--- config.mk ---
export PLATFORM = sky130hd
export DESIGN_NAME = dbnm_merge
export DESIGN_NICKNAME = d
export VERILOG_FILES = /design/src/dna_barcode_nearest_match_assert.svh /design/src/dbnm_pkg.sv /design/src/dbnm_merge.sv
export SDC_FILE = /design/constraint.sdc
export NUM_CORES = 1
export LEC_CHECK = 0
export BUFFER_PORTS_ARGS = -buffer_cell sky130_fd_sc_hd__buf_2
export CAP_MARGIN = 20
export CORE_MARGIN = 4
export CORE_UTILIZATION = 30
export DETAILED_ROUTE_END_ITERATION = 7
export PLACE_DENSITY = 0.52
export SLEW_MARGIN = 10
export SYNTH_ARGS = -nofsm -noshare
export SYNTH_HDL_FRONTEND = slang
export SYNTH_SLANG_ARGS = --single-unit
--- constraint.sdc ---
create_clock -name clock -period 16.9 [get_ports clock]
set_input_delay 0.845 -clock clock [delete_from_list [all_inputs] [get_ports clock]]
set_output_delay 0.845 -clock clock [all_outputs]
set_load 0.05 [all_outputs]
--- src/dna_barcode_nearest_match_assert.svh ---
// assertion macros for the barcode match block
`ifndef DNA_BARCODE_NEAREST_MATCH_ASSERT_SVH
`define DNA_BARCODE_NEAREST_MATCH_ASSERT_SVH

`ifndef SYNTHESIS
`define DBNM_ASSERT_IMPLY(name, clk, rst, ante, cons) \
   name: assert property (@(posedge clk) disable iff (rst) (ante) |-> (cons)) \
      else $error("assertion failed");
`define DBNM_ASSERT_NEXT(name, clk, rst, ante, cons) \
   name: assert property (@(posedge clk) disable iff (rst) (ante) |=> (cons)) \
      else $error("assertion failed");
`else
`define DBNM_ASSERT_IMPLY(name, clk, rst, ante, cons)
`define DBNM_ASSERT_NEXT(name, clk, rst, ante, cons)
`endif

`endif

--- src/dbnm_pkg.sv ---
package dbnm_pkg;

   localparam int unsigned DEF_MAX_ENTRIES = 512;
   localparam int unsigned DEF_MAX_BASES   = 16;
   localparam int unsigned LANE_BITS       = 2;
   localparam int unsigned LANES           = 1 << LANE_BITS;

   localparam logic [4:0] RESET_LENGTH    = 5'd8;
   localparam logic [4:0] RESET_MISMATCH  = 5'd1;
   localparam logic [4:0] RESET_AMBIGUOUS = 5'd0;
   localparam logic [3:0] N_MASK          = 4'hF;

   typedef enum logic [1:0] {
      CSR_LENGTH    = 2'd0,
      CSR_MISMATCH  = 2'd1,
      CSR_AMBIGUOUS = 2'd2
   } csr_index_type;

   typedef enum logic {
      MODE_LOAD  = 1'b0,
      MODE_QUERY = 1'b1
   } mode_type;

   typedef enum logic [1:0] {
      RS_LOADED   = 2'd0,
      RS_FULL     = 2'd1,
      RS_MATCH    = 2'd2,
      RS_NO_MATCH = 2'd3
   } status_type;

   typedef enum logic [1:0] {
      ST_IDLE,
      ST_SCAN,
      ST_FINISH
   } state_type;

   typedef struct packed {
      logic [LANES-1:0]      valid;
      logic [LANES-1:0][4:0] mism;
   } lane_res_type;

endpackage

--- src/dbnm_merge.sv ---
module dbnm_merge #(
   parameter int unsigned ROW_W = 7
) (
   input  logic                           clock,
   input  logic                           reset,
   input  logic                           start,
   input  logic [5:0]                     init_best,
   input  logic                           in_valid,
   input  logic [ROW_W-1:0]               in_row,
   input  dbnm_pkg::lane_res_type         lane_res,
   output logic                           found_ff,
   output logic [5:0]                     best_ff,
   output logic [ROW_W+dbnm_pkg::LANE_BITS-1:0] best_idx_ff
);
   import dbnm_pkg::*;

   logic                      found_in;
   logic [5:0]                best_in;
   logic [ROW_W+LANE_BITS-1:0] best_idx_in;

   // lanes in order, strict less keeps the first entry on a tie
   always_comb begin
      found_in    = found_ff;
      best_in     = best_ff;
      best_idx_in = best_idx_ff;
      for (int l = 0; l < LANES; l++) begin
         if (lane_res.valid[l] && ({1'b0, lane_res.mism[l]} < best_in)) begin
            found_in    = 1'b1;
            best_in     = {1'b0, lane_res.mism[l]};
            best_idx_in = {in_row, LANE_BITS'(l)};
         end
      end
   end

   always_ff @(posedge clock) begin
      if (reset) begin
         found_ff <= 1'b0;
      end else if (start) begin
         found_ff    <= 1'b0;
         best_ff     <= init_best;
      end else if (in_valid) begin
         found_ff    <= found_in;
         best_ff     <= best_in;
         best_idx_ff <= best_idx_in;
      end
   end

endmodule

==> impl_metrics.ini <==
[logic_synthesis]
synth_flop_cell = edfxtp_1
seq_area_frac_synth_pct = 31.7
synth_edf_count = 15
synthCells = 146
synthArstFlopShare_pct = 0
yosysUniqueCellTypes = 44
synthesis.nets = 201
syn_area_um2 = 1490
synth-seq-cells = 16
yosysWarnings = 0
syn_avg_cell_area_um2 = 10.2

[setup_path]
r2r_start = best_ff[3]$_DFFE_PP_
critical_path_class = in2reg
path_common_cell = ha_1
crit_required_ns = 16.80
timing.rr.end = best_idx_ff[0]$_SDFFCE_PP1P_
critical_path_buf_inv_count = 1
cp_top_family = compound AO/OA/AOI/OAI gates
startpoint_type = input port
r2r_slack_ns = 9.33
cp_max_fo = 12
r2r.worst_path.cells = 28
arrival_ns = 7.71
slowest_stage = mux2i_2
max_stage_delay_ns = 0.61
endpoint_kind = flip-flop
startpoint = lane_res[3]

[timing]
min_period_ns = 7.82
maxSlewViolCount = 0
tightest_slew_ns = 0.783
finalSetupTns_ns = 0
fmax_mhz = 128
slew_headroom_pct = 46.3
setup_viol_count_final = 0
rsz0062_at_grt = no
fin_skew_ns = 0.000724
min_period_over_period_pct = 46.2
hold_violations = 0
timing.hold.ws_ns = 0.474

[power]
p_leak_nw = 0.853
seq_power_share_pct = 32.0
p_switching_w = 0.0000608
peakVddDrop_v = 0.0000298
pwr-share-clk_pct = 18.2
p_int_w = 0.0000947
combPwrFrac_pct = 49.8
p_sw_share_pct = 39.1
powerDensity_nw_per_um2 = 83.0

[floorplanning]
dieHeight_um = 78.4
io_pins = 57
rows = 25
start_util_pct = 31.2
dieArea_um2 = 6140
coreArea_um2 = 4750
die_w_um = 78.4

[global_route]
grt_start_max_net_pins = 15
grt_util_all_layers_pct = 12.8
grt_overflow = 0
grt_pass1_vias = 1312
grt_pass1_wl_um = 6340
antenna_found_initial = 0

[clock_network]
cts_made_buffers = 3
path_clk_slew_ns = 0.06
cts_sinks = 16
cts_resized = 0
post_cts_buffers = 0
cts_tree = built
htreeDepth = 1
cts-hold-fix-buffers = 0
clkLatencyLatePin_ns = 0.24
clock_path_buffers = 2
cts_root_buf = clkbuf_8

[layout]
nets = 259
nFillCells = 520
diodes = 0
drive_gt1_share_pct = 38.4
area_growth_pct = 26.0

[placed_design]
portBuffers = 56
gp_congestion = 0.819
detailed_place_hpwl_um = 3390

[min_path]
holdPathEnd = found_ff$_SDFFE_PP0P_
hp-class = reg2reg
min_path_cells = 1
hp-start = found_ff$_SDFFE_PP0P_

[detailed_routing]
first_pass_iters = 4
vias = 1297
post-route-drc-count = 0
drt_iter0_markers = 81
wl_per_cell_um = 14.5
viasPerCell = 4.80
wl_um = 3920
antenna_left = 0

[flow_run]
drv_cap = 0

[outcome]
status = complete, no violations
[metal layers]
| layer | up-vias | wire, um | GRT usage, % |
|---|---|---|---|
| li1 | 669 | - | - |
| met1 | 598 | 1860 | 17.3 |
| met2 | 30 | 1910 | 22.2 |
| met3 | 0 | 152 | 1.95 |
| met4 | 0 | 0 | 1.57 |
| met5 | - | 0 | 0 |
[stage by stage]
step	total power, W	cells	setup WS (ns)	cell area [um2]	utilization [%]
2_1_floorplan	0.000109	146	10.32	1490	-
3_3_place_gp	0.000129	266	8.94	1830	38.4
3_5_place_dp	0.000128	266	8.78	1830	38.4
4_1_cts	0.000157	270	9.05	1870	39.4
5_1_grt	0.000167	270	8.55	1870	39.4
6_report	0.000155	270	9.08	1870	39.4
[power groups by stage]
stage,combinational (W),clock (W),sequential [W]
6_report,0.0000775,0.0000282,0.0000497
5_1_grt,0.0000864,0.0000301,0.0000501
4_1_cts,0.0000781,0.0000287,0.0000498
3_5_place_dp,0.0000776,0,0.0000507
3_3_place_gp,0.0000779,0,0.0000506
2_1_floorplan,0.0000500,0,0.0000591
[cell type report]
class                   count  area (um2)  area share (%)
multi-input cells         113         936            50.0
flip-flops and latches     16         470            25.1
repair buffers             57         288            15.4
well taps                  67        83.8            4.48
inverters                  13        48.8            2.61
clock buffers               3        41.3            2.21
clock inverters             1        3.75           0.201
[registers in the layout, indices dropped and copies added, names as in the netlist]
register / flops
found_ff: 1
best_idx_ff: 9
best_ff: 6
[worst max path at each step]
stage | endpoint | depth (start not counted)
final | best_idx_ff[0]$_SDFFCE_PP1P_ | 28
after global routing | best_idx_ff[6]$_DFFE_PP_ | 28
after CTS | best_idx_ff[6]$_DFFE_PP_ | 28
after detailed placement | best_idx_ff[8]$_DFFE_PP_ | 28
after global placement | best_idx_ff[2]$_DFFE_PP_ | 28
after floorplan | best_idx_ff[0]$_SDFFCE_PP1P_ | 28
[cells in the final DEF (no fill, tap or decap), types with 3 or more instances in the layout]
master	synthesis	final
a21oi_1	9	9
o21ai_2	4	4
nand2_1	9	9
mux2i_1	6	6
mux2_2	3	3
a221oi_1	3	3
inv_1	13	13
edfxtp_1	15	15
buf_2	0	56
o21ai_0	4	4
clkbuf_8	0	3
a211oi_1	3	3
nand2b_1	5	5
ha_1	14	14
nor2_1	14	14
a21o_1	5	5
a31o_1	4	4
[kinds of logic (layout without fill, tap and decap cells)]
| family | count (synthesis) | in the layout | share of synthesized area, % |
|---|---|---|---|
| compound gates | 52 | 52 | 30.8 |
| fa+ha+maj | 14 | 14 | 11.8 |
| buf+inv | 17 | 74 | 5.31 |
| flops | 16 | 16 | 31.7 |
| mux | 11 | 11 | 8.76 |
| simple gates | 36 | 36 | 11.6 |
[Yosys cell counts, types with 3 or more instances]
| cell type | number | area, um2 |
|---|---|---|
| a211oi_1 | 3 | 22.5 |
| a21o_1 | 5 | 37.5 |
| a21oi_1 | 9 | 45.0 |
| a221oi_1 | 3 | 26.3 |
| a31o_1 | 4 | 35.0 |
| edfxtp_1 | 15 | 450 |
| ha_1 | 14 | 175 |
| inv_1 | 13 | 48.8 |
| mux2_2 | 3 | 33.8 |
| mux2i_1 | 6 | 60.1 |
| nand2_1 | 9 | 33.8 |
| nand2b_1 | 5 | 31.3 |
| nor2_1 | 14 | 52.6 |
| o21ai_0 | 4 | 20.0 |
| o21ai_2 | 4 | 35.0 |
No activity file was read; power rests on OpenSTA's default activity.
